[config.mk]
export PLATFORM = sky130hd
export DESIGN_NAME = binary_text_packet_deframer_top
export DESIGN_NICKNAME = d
export VERILOG_FILES = /design/src/btpd_pkg.sv /design/src/binary_text_packet_deframer_top.sv
export VERILOG_INCLUDE_DIRS = /design/src /design/src/src
export SDC_FILE = /design/constraint.sdc
export NUM_CORES = 1
export LEC_CHECK = 0
export ABC_AREA = 1
export BUFFER_PORTS_ARGS = -buffer_cell sky130_fd_sc_hd__clkbuf_2
export CAP_MARGIN = 20
export CORE_UTILIZATION = 60
export DETAILED_ROUTE_END_ITERATION = 10
export PLACE_DENSITY = 0.8
export SYNTH_ARGS = -nofsm -noshare
export SYNTH_HDL_FRONTEND = slang
export SYNTH_SLANG_ARGS = --single-unit
export TNS_END_PERCENT = 1
[constraint.sdc]
create_clock -name aclk -period 3.3 [get_ports aclk]
set_clock_uncertainty 0.1 [all_clocks]
set_input_delay 0.165 -clock aclk [delete_from_list [all_inputs] [get_ports aclk]]
set_output_delay 0.165 -clock aclk [all_outputs]
set_load 0.01 [all_outputs]
[src/binary_text_packet_deframer_top_defines.svh]
// ---------------------------------------------------------------------------
// Assertion macros for the packet deframer
// Clocked checks on aclk, with and without the reset qualifier.
// ---------------------------------------------------------------------------
`ifndef BINARY_TEXT_PACKET_DEFRAMER_TOP_DEFINES_SVH
`define BINARY_TEXT_PACKET_DEFRAMER_TOP_DEFINES_SVH

// check a property while out of reset
`define BTPD_ASSERT_RST(lbl, prop, msg) \
    lbl: assert property (@(posedge aclk) disable iff (!aresetn) prop) else $error(msg);

// check a property at every clock edge
`define BTPD_ASSERT_CLK(lbl, prop, msg) \
    lbl: assert property (@(posedge aclk) prop) else $error(msg);

`endif

[src/btpd_pkg.sv]
// ---------------------------------------------------------------------------
// btpd_pkg
// Types, constants and helpers of the binary/text packet deframer.
// ---------------------------------------------------------------------------
`timescale 1ns / 1ps

package btpd_pkg;

    localparam int unsigned DATA_W               = 8;
    localparam int unsigned LEN_W                = 32;
    localparam int unsigned LENGTH_BYTES_DEFAULT = 4;
    localparam int unsigned OUT_TDATA_W          = 16;
    localparam int unsigned OUT_TUSER_W          = 2;

    localparam logic [DATA_W-1:0] START_BYTE_RESET = 8'h24;
    localparam logic [DATA_W-1:0] CH_CR            = 8'h0D;
    localparam logic [DATA_W-1:0] CH_LF            = 8'h0A;

    localparam logic [1:0] TERM_LAST = 2'd3;

    typedef enum logic [1:0] {
        PH_IDLE = 2'd0,
        PH_LEN  = 2'd1,
        PH_PAY  = 2'd2,
        PH_TEXT = 2'd3
    } phase_t;

    // terminator is CR LF CR LF
    function automatic logic [DATA_W-1:0] term_byte(input logic [1:0] idx);
        return idx[0] ? CH_LF : CH_CR;
    endfunction

endpackage

[src/binary_text_packet_deframer_top.sv]
// ---------------------------------------------------------------------------
// binary_text_packet_deframer_top
// Splits a byte stream into binary length-prefixed and CRLFCRLF text packets.
// ---------------------------------------------------------------------------
//  channel | dir | handshake              | payload
//  --------+-----+------------------------+------------------------------------
//  s_      | in  | s_tvalid / s_tready    | s_tdata: rx_byte
//  m_      | out | m_tvalid / m_tready    | m_tdata, m_tuser, m_tlast
//  cfg_    | in  | cfg_valid / cfg_ready  | cfg_data: start_byte
//
//  One item per cycle while m_tready is high, for items giving at most
//  one result; a terminator flush of n results holds the input until it drains.
//  Results pass the result burst register, then the output register.
//  The result burst register is the limit: it drains one result per cycle while m_tready is high.
//  aresetn is synchronous, active low; start_byte returns to 0x24.
//  m_tready low holds the output register, then the burst, then s_tready.
// ---------------------------------------------------------------------------
`timescale 1ns / 1ps
`include "binary_text_packet_deframer_top_defines.svh"

module binary_text_packet_deframer_top
    import btpd_pkg::*;
#(
    parameter int unsigned LENGTH_BYTES = LENGTH_BYTES_DEFAULT
) (
    input  logic                   aclk,
    input  logic                   aresetn,

    input  logic                   s_tvalid,
    output logic                   s_tready,
    input  logic [DATA_W-1:0]      s_tdata,   // [7:0] rx_byte

    output logic                   m_tvalid,
    input  logic                   m_tready,
    output logic [OUT_TDATA_W-1:0] m_tdata,   // [7:0] out_byte, [8] run_end, [15:9] zero
    output logic [OUT_TUSER_W-1:0] m_tuser,   // [0] has_byte, [1] kind_text
    output logic                   m_tlast,   // packet_end

    input  logic                   cfg_valid,
    output logic                   cfg_ready,
    input  logic [DATA_W-1:0]      cfg_data   // start_byte
);

    localparam int unsigned CNT_W = (LENGTH_BYTES > 1) ? $clog2(LENGTH_BYTES) : 1;
    localparam logic [CNT_W-1:0] SEEN_LAST = CNT_W'(LENGTH_BYTES - 1);

    logic [DATA_W-1:0] start_reg, start_next;
    phase_t            phase_reg, phase_next;
    logic [CNT_W-1:0]  seen_reg, seen_next;
    logic [LEN_W-1:0]  len_reg, len_next;
    logic [1:0]        match_reg, match_next;

    logic              desc_valid_reg, desc_valid_next;
    logic [1:0]        desc_pre_reg, desc_pre_next;
    logic [1:0]        desc_pos_reg, desc_pos_next;
    logic              desc_tail_reg, desc_tail_next;
    logic [DATA_W-1:0] desc_byte_reg, desc_byte_next;
    logic              desc_has_reg, desc_has_next;
    logic              desc_text_reg, desc_text_next;
    logic              desc_pend_reg, desc_pend_next;

    logic              out_valid_reg, out_valid_next;
    logic [DATA_W-1:0] out_byte_reg, out_byte_next;
    logic              out_has_reg, out_has_next;
    logic              out_text_reg, out_text_next;
    logic              out_pend_reg, out_pend_next;
    logic              out_rend_reg, out_rend_next;

    logic              new_tail;
    logic [1:0]        new_pre;
    logic [DATA_W-1:0] new_byte;
    logic              new_has, new_text, new_pend;

    logic in_acc, out_load, desc_pop, head_last;

    assign cfg_ready = 1'b1;
    assign out_load  = !out_valid_reg || m_tready;
    assign head_last = (desc_pre_reg == 2'd0) || (desc_pre_reg == 2'd1 && !desc_tail_reg);
    assign desc_pop  = desc_valid_reg && out_load;
    assign s_tready  = !desc_valid_reg || (desc_pop && head_last);
    assign in_acc    = s_tvalid && s_tready;

    always_comb begin
        start_next = (cfg_valid && cfg_ready) ? cfg_data : start_reg;
        phase_next = phase_reg;
        seen_next  = seen_reg;
        len_next   = len_reg;
        match_next = match_reg;
        new_pre    = 2'd0;
        new_tail   = 1'b0;
        new_byte   = '0;
        new_has    = 1'b0;
        new_text   = 1'b0;
        new_pend   = 1'b0;
        if (in_acc) begin
            unique case (phase_reg)
                PH_IDLE: begin
                    if (s_tdata == start_reg) begin
                        phase_next = PH_LEN;
                        seen_next  = '0;
                        len_next   = '0;
                    end else begin
                        phase_next = PH_TEXT;
                        match_next = 2'd0;
                        new_tail   = 1'b1;
                        new_byte   = s_tdata;
                        new_has    = 1'b1;
                        new_text   = 1'b1;
                    end
                end
                PH_LEN: begin
                    len_next = {len_reg[LEN_W-DATA_W-1:0], s_tdata};
                    if (seen_reg == SEEN_LAST) begin
                        seen_next = '0;
                        if (len_next == '0) begin
                            new_tail   = 1'b1;
                            new_pend   = 1'b1;
                            phase_next = PH_IDLE;
                        end else begin
                            phase_next = PH_PAY;
                        end
                    end else begin
                        seen_next = seen_reg + CNT_W'(1);
                    end
                end
                PH_PAY: begin
                    new_tail = 1'b1;
                    new_byte = s_tdata;
                    new_has  = 1'b1;
                    len_next = len_reg - LEN_W'(1);
                    if (len_reg == LEN_W'(1)) begin
                        new_pend   = 1'b1;
                        phase_next = PH_IDLE;
                    end
                end
                PH_TEXT: begin
                    if (s_tdata == term_byte(match_reg)) begin
                        if (match_reg == TERM_LAST) begin
                            new_tail   = 1'b1;
                            new_text   = 1'b1;
                            new_pend   = 1'b1;
                            match_next = 2'd0;
                            phase_next = PH_IDLE;
                        end else begin
                            match_next = match_reg + 2'd1;
                        end
                    end else begin
                        new_pre = match_reg;
                        if (s_tdata == CH_CR) begin
                            match_next = 2'd1;
                        end else begin
                            match_next = 2'd0;
                            new_tail   = 1'b1;
                            new_byte   = s_tdata;
                            new_has    = 1'b1;
                            new_text   = 1'b1;
                        end
                    end
                end
                default: phase_next = PH_IDLE;
            endcase
        end
    end

    always_comb begin
        desc_valid_next = desc_valid_reg;
        desc_pre_next   = desc_pre_reg;
        desc_pos_next   = desc_pos_reg;
        desc_tail_next  = desc_tail_reg;
        desc_byte_next  = desc_byte_reg;
        desc_has_next   = desc_has_reg;
        desc_text_next  = desc_text_reg;
        desc_pend_next  = desc_pend_reg;
        if (in_acc && (new_pre != 2'd0 || new_tail)) begin
            desc_valid_next = 1'b1;
            desc_pre_next   = new_pre;
            desc_pos_next   = 2'd0;
            desc_tail_next  = new_tail;
            desc_byte_next  = new_byte;
            desc_has_next   = new_has;
            desc_text_next  = new_text;
            desc_pend_next  = new_pend;
        end else if (desc_pop) begin
            if (head_last) begin
                desc_valid_next = 1'b0;
            end else begin
                desc_pre_next = desc_pre_reg - 2'd1;
                desc_pos_next = desc_pos_reg + 2'd1;
            end
        end
    end

    always_comb begin
        out_valid_next = out_valid_reg;
        out_byte_next  = out_byte_reg;
        out_has_next   = out_has_reg;
        out_text_next  = out_text_reg;
        out_pend_next  = out_pend_reg;
        out_rend_next  = out_rend_reg;
        if (out_load) begin
            out_valid_next = desc_valid_reg;
            if (desc_pre_reg != 2'd0) begin
                out_byte_next = term_byte(desc_pos_reg);
                out_has_next  = 1'b1;
                out_text_next = 1'b1;
                out_pend_next = 1'b0;
                out_rend_next = head_last;
            end else begin
                out_byte_next = desc_byte_reg;
                out_has_next  = desc_has_reg;
                out_text_next = desc_text_reg;
                out_pend_next = desc_pend_reg;
                out_rend_next = 1'b1;
            end
        end
    end

    always_ff @(posedge aclk) begin
        if (!aresetn) begin
            start_reg      <= START_BYTE_RESET;
            phase_reg      <= PH_IDLE;
            seen_reg       <= '0;
            len_reg        <= '0;
            match_reg      <= 2'd0;
            desc_valid_reg <= 1'b0;
            desc_pre_reg   <= 2'd0;
            desc_tail_reg  <= 1'b0;
            out_valid_reg  <= 1'b0;
        end else begin
            start_reg      <= start_next;
            phase_reg      <= phase_next;
            seen_reg       <= seen_next;
            len_reg        <= len_next;
            match_reg      <= match_next;
            desc_valid_reg <= desc_valid_next;
            desc_pre_reg   <= desc_pre_next;
            desc_tail_reg  <= desc_tail_next;
            out_valid_reg  <= out_valid_next;
        end
    end

    always_ff @(posedge aclk) begin
        desc_pos_reg  <= desc_pos_next;
        desc_byte_reg <= desc_byte_next;
        desc_has_reg  <= desc_has_next;
        desc_text_reg <= desc_text_next;
        desc_pend_reg <= desc_pend_next;
        out_byte_reg  <= out_byte_next;
        out_has_reg   <= out_has_next;
        out_text_reg  <= out_text_next;
        out_pend_reg  <= out_pend_next;
        out_rend_reg  <= out_rend_next;
    end

    assign m_tvalid = out_valid_reg;
    assign m_tdata  = {{(OUT_TDATA_W-DATA_W-1){1'b0}}, out_rend_reg, out_byte_reg};
    assign m_tuser  = {out_text_reg, out_has_reg};
    assign m_tlast  = out_pend_reg;

    `BTPD_ASSERT_RST(a_hold_input_on_stall,
        desc_valid_reg && m_tvalid && !m_tready |-> !s_tready,
        "input taken while result burst is stalled")
    `BTPD_ASSERT_RST(a_burst_not_empty,
        desc_valid_reg |-> (desc_pre_reg != 2'd0 || desc_tail_reg),
        "empty result burst held")
    `BTPD_ASSERT_RST(a_marker_clean,
        m_tvalid && !m_tuser[0] |-> (m_tdata[7:0] == '0 && m_tlast),
        "end marker without packet end or with data")
    `BTPD_ASSERT_RST(a_packet_end_ends_run,
        m_tvalid && m_tlast |-> m_tdata[8],
        "packet end not on last result of its item")

endmodule
# Yosys cells after proc, flatten, opt, wreduce, memory -nomap -nowiden
# Cells that the tools add are included.
# op_classes
reduce_logical	29
n_mux	47
bitwise_logic	1
add_sub_neg	5
n_div	0
multipliers	0
shifts	0
order_cmp	0
n_eq_ne	17
# op_table
cell	n
32-bit one-hot mux with 3 select lines	1
2-bit two-way mux	17
32-bit by 1-bit == test with 1-bit output (second input constant)	1
32-bit zero test	1
32-bit two-way mux	1
8-bit two-way mux	4
32-bit by 1-bit subtractor with 32-bit output (second input constant)	1
8-bit one-hot mux with 3 select lines	1
1-bit two-way mux	14
2-bit != test (second input constant)	6
2-bit nonzero test	6
3-bit AND reduction	3
2-bit == test (second input constant)	4
8-bit by 4-bit == test with 1-bit output	1
8-bit by 4-bit == test with 1-bit output (second input constant)	1
8-bit == test	1
2-bit one-hot mux with 2 select lines	2
2-bit one-hot mux with 4 select lines	1
2-bit by 1-bit adder with 2-bit output (second input constant)	3
3-bit two-way mux	2
1-bit one-hot mux with 3 select lines	2
2-bit AND reduction	3
1-bit logical AND	5
5-bit AND reduction	1
10 further kinds	17
# totals
latchBits	0
n_memories	0
in_bits	21
reg_bits	76
out_inout_bits	22
ram_bits	0
romBits	0

# Logic depth before layout (Yosys ltp)
# Gate-level depths: netlist of the first run.
# depth
word_depth	12
ltp_mapped	13
ltp_nobuf	12

# Worst setup path after synthesis of the first run
# No wires, ideal clock.
# synth_timing
kind	register to register
startpoint	register desc_pre_reg[0]
endpoint	register desc_byte_reg[0] (enable)
t_required_ns	2.869
arrival_ns	1.636
stages_incl_launch_ff	12
n_path_buf	1
setup_slack_ns	1.233
period_less_slack_ns	2.067
path_cell_list	dfxtp_1 > inv_1 > ha_1 > buf_4 > a21oi_2 > o21ai_4 > nand2_4 > inv_4 > nand2_1 > inv_1 > nand2_1 > nand2_1
# synth_between
elab_chain_len	10
# synth_rtl
item	line_no	rtl
start: declaration	binary_text_packet_deframer_top.sv:54	logic [1:0] desc_pre_reg, desc_pre_next;
start signal: assignment	binary_text_packet_deframer_top.sv:236	desc_pre_reg <= desc_pre_next;
2-bit by 1-bit == test with 1-bit output	binary_text_packet_deframer_top.sv:78	assign head_last = (desc_pre_reg == 2'd0) || (desc_pre_reg == 2'd1 && !desc_tail_reg);
1-bit logical AND	binary_text_packet_deframer_top.sv:78	
1-bit logical OR (*)	binary_text_packet_deframer_top.sv:78	
1-bit logical AND (*)	binary_text_packet_deframer_top.sv:80	assign s_tready = !desc_valid_reg || (desc_pop && head_last);
1-bit logical OR (*)	binary_text_packet_deframer_top.sv:80	
net s_tready	binary_text_packet_deframer_top.sv:30	output logic s_tready,
1-bit logical AND (*)	binary_text_packet_deframer_top.sv:81	assign in_acc = s_tvalid && s_tready;
2-bit two-way mux	binary_text_packet_deframer_top.sv:95	if (in_acc) begin
2-bit nonzero test	binary_text_packet_deframer_top.sv:174	if (in_acc && (new_pre != 2'd0 || new_tail)) begin
1-bit logical OR	binary_text_packet_deframer_top.sv:174	
1-bit logical AND (*)	binary_text_packet_deframer_top.sv:174	
end signal: assignment	binary_text_packet_deframer_top.sv:244	desc_byte_reg <= desc_byte_next;
end: declaration	binary_text_packet_deframer_top.sv:57	logic [DATA_W-1:0] desc_byte_reg, desc_byte_next;
# The timed path passes the listed nets; every way through them passes the cells marked *.
# A chain may end at the register's enable or synchronous reset.

# Worst setup path after layout of the first run
# layout_timing
startpoint	register desc_pre_reg[1]
endpoint	register desc_has_reg (enable)
# layout_between
elab_chain_len	10
# layout_rtl
item	line_no	rtl
2-bit by 1-bit == test with 1-bit output	binary_text_packet_deframer_top.sv:78	
1-bit logical AND	binary_text_packet_deframer_top.sv:78	
1-bit logical OR (*)	binary_text_packet_deframer_top.sv:78	
1-bit logical AND (*)	binary_text_packet_deframer_top.sv:80	
1-bit logical OR (*)	binary_text_packet_deframer_top.sv:80	
1-bit logical AND (*)	binary_text_packet_deframer_top.sv:81	
2-bit two-way mux	binary_text_packet_deframer_top.sv:95	
2-bit nonzero test	binary_text_packet_deframer_top.sv:174	
1-bit logical OR	binary_text_packet_deframer_top.sv:174	
1-bit logical AND (*)	binary_text_packet_deframer_top.sv:174	
end signal: assignment	binary_text_packet_deframer_top.sv:245	desc_has_reg <= desc_has_next;
end: declaration	binary_text_packet_deframer_top.sv:58	logic desc_has_reg, desc_has_next;
# Mark *: on every way between the ends. The rest lies on a longest branch, timed or not.

==> results of run 1 <==
## layer usage
metal / track usage (%) / vias to the layer above
li1: - / 2251
met1: 40.8 / 2017
met2: 46.7 / 231
met3: 4.31 / 26
met4: 10.5 / 0
met5: 0 / -
## power by group
part	switching (uW)	total, uW	internal [uW]
Combinational	1050	1590	534
Clock	387	671	285
Sequential	92.1	1250	1160
## metrics by stage
step / utilization, % / setup slack [ns]
2_1_floorplan: - / 1.23
5_1_grt: 68.9 / 0.646
6_report: 68.9 / 0.839
3_5_place_dp: 65.3 / 0.893
3_3_place_gp: 65.3 / 1.03
4_1_cts: 68.9 / 0.863
## cells in the mapped netlist, types with 2 or more instances
cell / instances / area (um2)
or2_2: 4 / 25.0
buf_4: 12 / 90.1
nor4_1: 2 / 12.5
o21ai_0: 45 / 225
clkbuf_1: 11 / 41.3
nor2_1: 104 / 390
nand3_1: 44 / 220
xnor2_1: 8 / 70.1
o21ai_1: 2 / 10.0
o211ai_1: 4 / 30.0
nor3_1: 4 / 20.0
a21oi_2: 2 / 17.5
conb_1: 2 / 7.51
xor2_1: 5 / 43.8
dfxtp_1: 52 / 1040
nor2_2: 6 / 37.5
a21oi_1: 45 / 225
nand2_1: 184 / 691
buf_6: 3 / 33.8
o22ai_1: 7 / 43.8
inv_1: 73 / 274
buf_2: 3 / 15.0
edfxtp_1: 23 / 691
o21bai_1: 4 / 30.0
ha_1: 13 / 163
nand4_1: 9 / 56.3
## kinds of logic after synthesis
| kind of cell | count (synthesis) |
|---|---|
| fa+ha+maj | 13 |
| xor+xnor | 13 |
| simple gates | 364 |
| buf+inv | 105 |
| flops | 75 |
| other cells | 2 |
| compound gates | 112 |
## cell type report
cell class	instances	area share, %
clock buffers	9	2.45
well taps	99	2.45
clock inverters	7	1.16
multi-input cells	510	48.3
repair buffers	47	5.70
flip-flops and latches	75	34.3
inverters	75	5.62
## worst min-delay path, stage by stage
cell and delay [ns]:
clkbuf_2 0.16, nand2_1 0.06, nand3_1 0.07
## worst max path at each step
stage	endpoint	slack (ns)
after CTS	desc_text_reg	0.86
final	desc_has_reg	0.84
after global routing	len_reg[28]	0.65
after global placement	len_reg[16]	1.03
after floorplan	desc_byte_reg[0]	1.23
after detailed placement	desc_text_reg	0.89
## repair_timing
action	4_1_cts	5_1_grt
setup endpoints to repair	0	0
hold buffers	8	0
endpoints found under the hold margin	8	0
gates resized for setup	0	0
==> metrics.cfg, run 1 <==
[clock_tree]
path_clk_slew_ns=0.09
tritoncts=yes
cts-root-buf=clkbuf_8
cts_max_path_buffers=2
h-tree-depth=3
insertion_delay_ns=0.36
cts_buffers=9
cts_setup_buffers=0
cts.sinks=75

[finish]
area_delta_synth_final_pct=9.37
layout.nets=752
finalNonFillerCells=822
fill_cells=625
antennaDiodeCount=0
layout_common_cells=184 x nand2_1, 104 x nor2_1, 73 x inv_1
multiInputGateArea_um2=2440
drive_above_1_share_pct=10.2
mostFrequentLayoutCell=nand2_1
register_area_um2=1730
fin_area_um2=5050
largest_reg_flops=32

[setup_path]
rrSetupSlack_ns=0.84
cp_slowest_stage_delay_ns=0.43
cp_slowest_cell=nand2_1
r2r_start=desc_pre_reg[1]
cpLargestDelayFamily=simple AND/OR/NAND/NOR gates
critPathBufInv=3
cp_common_cell=nand2_1
crit_chain=inv_1 > ha_1 > a21oi_2 > o21ai_4 > nand2_4 > inv_4 > nand2_1 > inv_1 > nand2_1 > nand2_1
critPathLaunchType=register
path_depth=10
worst-setup-path-type=register to register
end_kind=register
crit_start=desc_pre_reg[1]
worstPathArrival_ns=2.36
crit_required_ns=3.20
r2r_cells=10
reg2reg_to=desc_has_reg
cp_max_fo=12

[timing]
rsz0062_at_grt=no
max_freq_mhz=406
slew_viol_final=0
hold_viol_final=0
tightest_slew_ns=0.751
setup_viol=0
setup_tns_ns=0
fin_crit_ns=2.46
hold-worst-slack_ns=0.0129
period_share_pct=74.6
relSlewSlack_pct=49.9

[flow_run]
drv_cap=0

[logic_synthesis]
avgSynthCellArea_um2=6.75
synthCells=684
synthArstFlopShare_pct=0
synth_edf_count=23
synth_compound_area_share_pct=13.3
ys_types=39
synth_ff_type=dfxtp_1
synth_warnings=0
synthMuxAreaShare_pct=0
synth.yosys.seq_area_share_pct=37.5
synth-xor-area-share_pct=2.47
synth_top_family_by_area=simple AND/OR/NAND/NOR gates
synthAdderAreaFrac_pct=3.52
synthSimpleGateAreaFrac_pct=32.9
synth.cell_area_um2=4620
synth_seq_cells=75

[worst_hold_path]
min-delay-start=cfg_valid
hold_depth=3
hp-class=input pin to register
holdPathEnd=start_reg[5]

[floorplanning]
fp.dieW_um=89.7
die-area_um2=8050
die_h_um=89.7
ios=43
rows=31
core_area_um2=7330
initial_core_util_pct=63.0

[placement]
port_buffers=34
place_inst=798
place_congestion=0.998
dp_hpwl_mm=8.27
placed_area_um2=4790

[global_routing]
grt_pass1_wl_mm=19.3
grt_util_all_layers_pct=29.4
gr-total-overflow=0
grt_max_degree=34
antenna_found_initial=0
grt_pass1_vias=4156

[routing]
route.detailed.wl_per_inst_um=13.7
wl_mm=11.3
drcViolationCount=0
wl_met1_mm=5.03
drtIter0Drc=401
dr_wl_met2_mm=4.95
vias=4525
top_layer=met4
vias_per_cell=5.50
ant_nets=0
drt_first_pass_iters=5
wl_met3_mm=1.07

[pwr]
p_total_uw=3500
vdd_drop_max_mv=0.321
powerDensity_nw_per_um2=694
p_leak_uw=0.00233

[outcome]
status=complete, no violations

(Power assumes the default switching activity.)
==> inputs of run 2 (changes only) <==
Clock period 3.3 ns to 2.4 ns, I/O delays scaled along.
==> run 2 against run 1 <==
Effect of this change: non-clock buffer count increased by 12; core utilization increased by 2.2 points; sequential power increased by 37%; power increased by 48%; largest power group unchanged; count of clock-buffer cells in the layout increased by 1; clock power increased by 76%; setup slack got worse by 0.67 ns; first-iteration DRC count increased by 10%; critical path depth decreased by 2.
==> metrics.cfg, run 2 (synthesis gave the netlist of run 1 again) <==
[outcome]
status=complete, no violations

[pwr]
powerDensity_nw_per_um2=994  ; +43%
power.switching_uw=2130  ; +39%
swShare_pct=41.1  ; -2.6 points
power_frac_comb_pct=44.2  ; -1.0 points
p_int_uw=3050  ; +55%
p_leak_uw=0.00241  ; +3.6%
vdd_drop_max_mv=0.505  ; +57%
clkPwrFrac_pct=22.9  ; +3.7 points
seq_power_share_pct=33.0  ; -2.6 points

[timing]
setup_viol=0  ; unchanged
rsz0062_at_grt=no
slew_viol_final=0  ; unchanged
setup_ws_ns=0.166  ; -0.673 ns
period_share_pct=93.1  ; +19 points
fin_crit_ns=2.23  ; -0.227 ns
max_freq_mhz=448  ; +10%
hold_viol_final=0  ; unchanged
setup_tns_ns=0  ; unchanged

[finish]
area_delta_synth_final_pct=12.8
mostFrequentLayoutCell=nand2_1
layout.nets=764  ; +1.6%
layout_common_cells=183 x nand2_1, 104 x nor2_1, 73 x inv_1
drive_above_1_share_pct=11.3  ; +1.1 points
antennaDiodeCount=0  ; unchanged
largest_reg_flops=32  ; unchanged

[floorplanning]
ios=43  ; unchanged
core_area_um2=7330  ; unchanged
die-area_um2=8050  ; unchanged
initial_core_util_pct=63.0  ; unchanged
die_h_um=89.7  ; unchanged
rows=31  ; unchanged
fp.dieW_um=89.7  ; unchanged

[global_routing]
gr-total-overflow=0  ; unchanged
grt_max_degree=37  ; +8.8%
antenna_found_initial=1  ; +1
grt_util_all_layers_pct=32.0  ; +2.6 points
grt_pass1_wl_mm=20.6  ; +7.0%
grt_pass1_vias=4308  ; +3.7%

[routing]
drt_first_pass_iters=5  ; unchanged
drcViolationCount=0  ; unchanged
vias_per_cell=5.53  ; +0.41%
wl_mm=12.2  ; +8.5%
route.detailed.wl_per_inst_um=14.7  ; +7.0%
ant_nets=0  ; unchanged
drtIter0Drc=442  ; +10%
vias=4610  ; +1.9%

[setup_path]
worst-setup-path-type=register to register
end_kind=register
critPathLaunchType=register
r2r_start=phase_reg[0]
cpLargestDelayFamily=simple AND/OR/NAND/NOR gates
cp_slowest_stage_delay_ns=0.43  ; about the same
cp_max_fo=32  ; +20
crit_chain=inv_1 > ha_1 > nand2_2 > nand3_4 > nor2_4 > buf_4 > o21ai_0 > a21oi_1
crit_required_ns=2.57  ; -0.63 ns
critPathBufInv=2  ; -1
worstPathArrival_ns=2.40  ; +0.04 ns
cp_slowest_cell=dfxtp_1
crit_start=phase_reg[0]

[worst_hold_path]
min-delay-start=cfg_valid
hp-class=input pin to register

[clock_tree]
tritoncts=yes
cts_max_path_buffers=2  ; unchanged
h-tree-depth=3  ; unchanged
cts-root-buf=clkbuf_8
cts_buffers=9  ; unchanged
cts.sinks=75  ; unchanged
insertion_delay_ns=0.35  ; about the same
path_clk_slew_ns=0.09  ; about the same

[flow_run]
drv_cap=0  ; unchanged

[placement]
pre_cts_ws_ns=0.202  ; -0.690 ns
port_buffers=34  ; unchanged
dp_hpwl_mm=8.76  ; +5.8%
place_congestion=1.03  ; +3.3%

## run 2: power groups by stage
stage	registers (uW)	clock network, uW	logic (uW)
after floorplan	1750	0	1630
after global placement	1730	0	2150
after detailed placement	1740	0	2190
after CTS	1710	1200	2230
after global routing	1730	1260	2560
final	1710	1180	2290
## run 2: worst paths after layout
kind                  end  slack, ns  depth (start not counted)
min reg2reg   seen_reg[1]       0.37                          2
min          start_reg[7]       0.03                          3
max reg2reg    len_reg[5]       0.17                          8
max            len_reg[5]       0.17                          8
## run 2: worst register-to-register path, delay by kind of cell (launching register included)
kind                     cells  cell delay (ns)
AND/OR/NAND/NOR              3             0.55
flip-flops                   1             0.43
adder cells (fa/ha/maj)      1             0.31
buffers and inverters        2             0.47
AO/OA/AOI/OAI                2             0.30
## run 2: stage by stage
| step | area (um2) | power, uW | hold WS (ns) | util, % | std cells |
|---|---|---|---|---|---|
| floorplan | 4640 | 3380 | 0.146 | - | 690 |
| global placement | 4860 | 3880 | 0.235 | 66.2 | 807 |
| CTS | 5210 | 5130 | 0.0204 | 71.0 | 834 |
| finish | 5210 | 5180 | 0.0347 | 71.1 | 834 |
| global route | 5210 | 5560 | 0.0568 | 71.1 | 834 |
| detailed placement | 4860 | 3930 | 0.244 | 66.2 | 807 |
## run 2: what timing repair did
item                                    CTS  global route
endpoints found under the setup margin    0            11
hold endpoints to repair                  9             0
buffers inserted                          0             0
gates resized for setup                   0             1
hold buffers                             11             0
## run 2: area by class of cell
cell class	instances	area (um2)
clock inverters	6	113
clock buffers	10	128
multi-input cells	510	2440
fillers	631	2120
inverters	75	284
well taps	99	124
flip-flops and latches	75	1730
repair buffers	59	385
## run 2: per-layer routing
metal  wire length, um  track usage [%]  part of all wire (%)
met1              5360             43.8                    44
met2              5360             50.1                    44
met3              1210             5.33                   9.9
met4               289             13.4                   2.4
met5                 0                0                     0
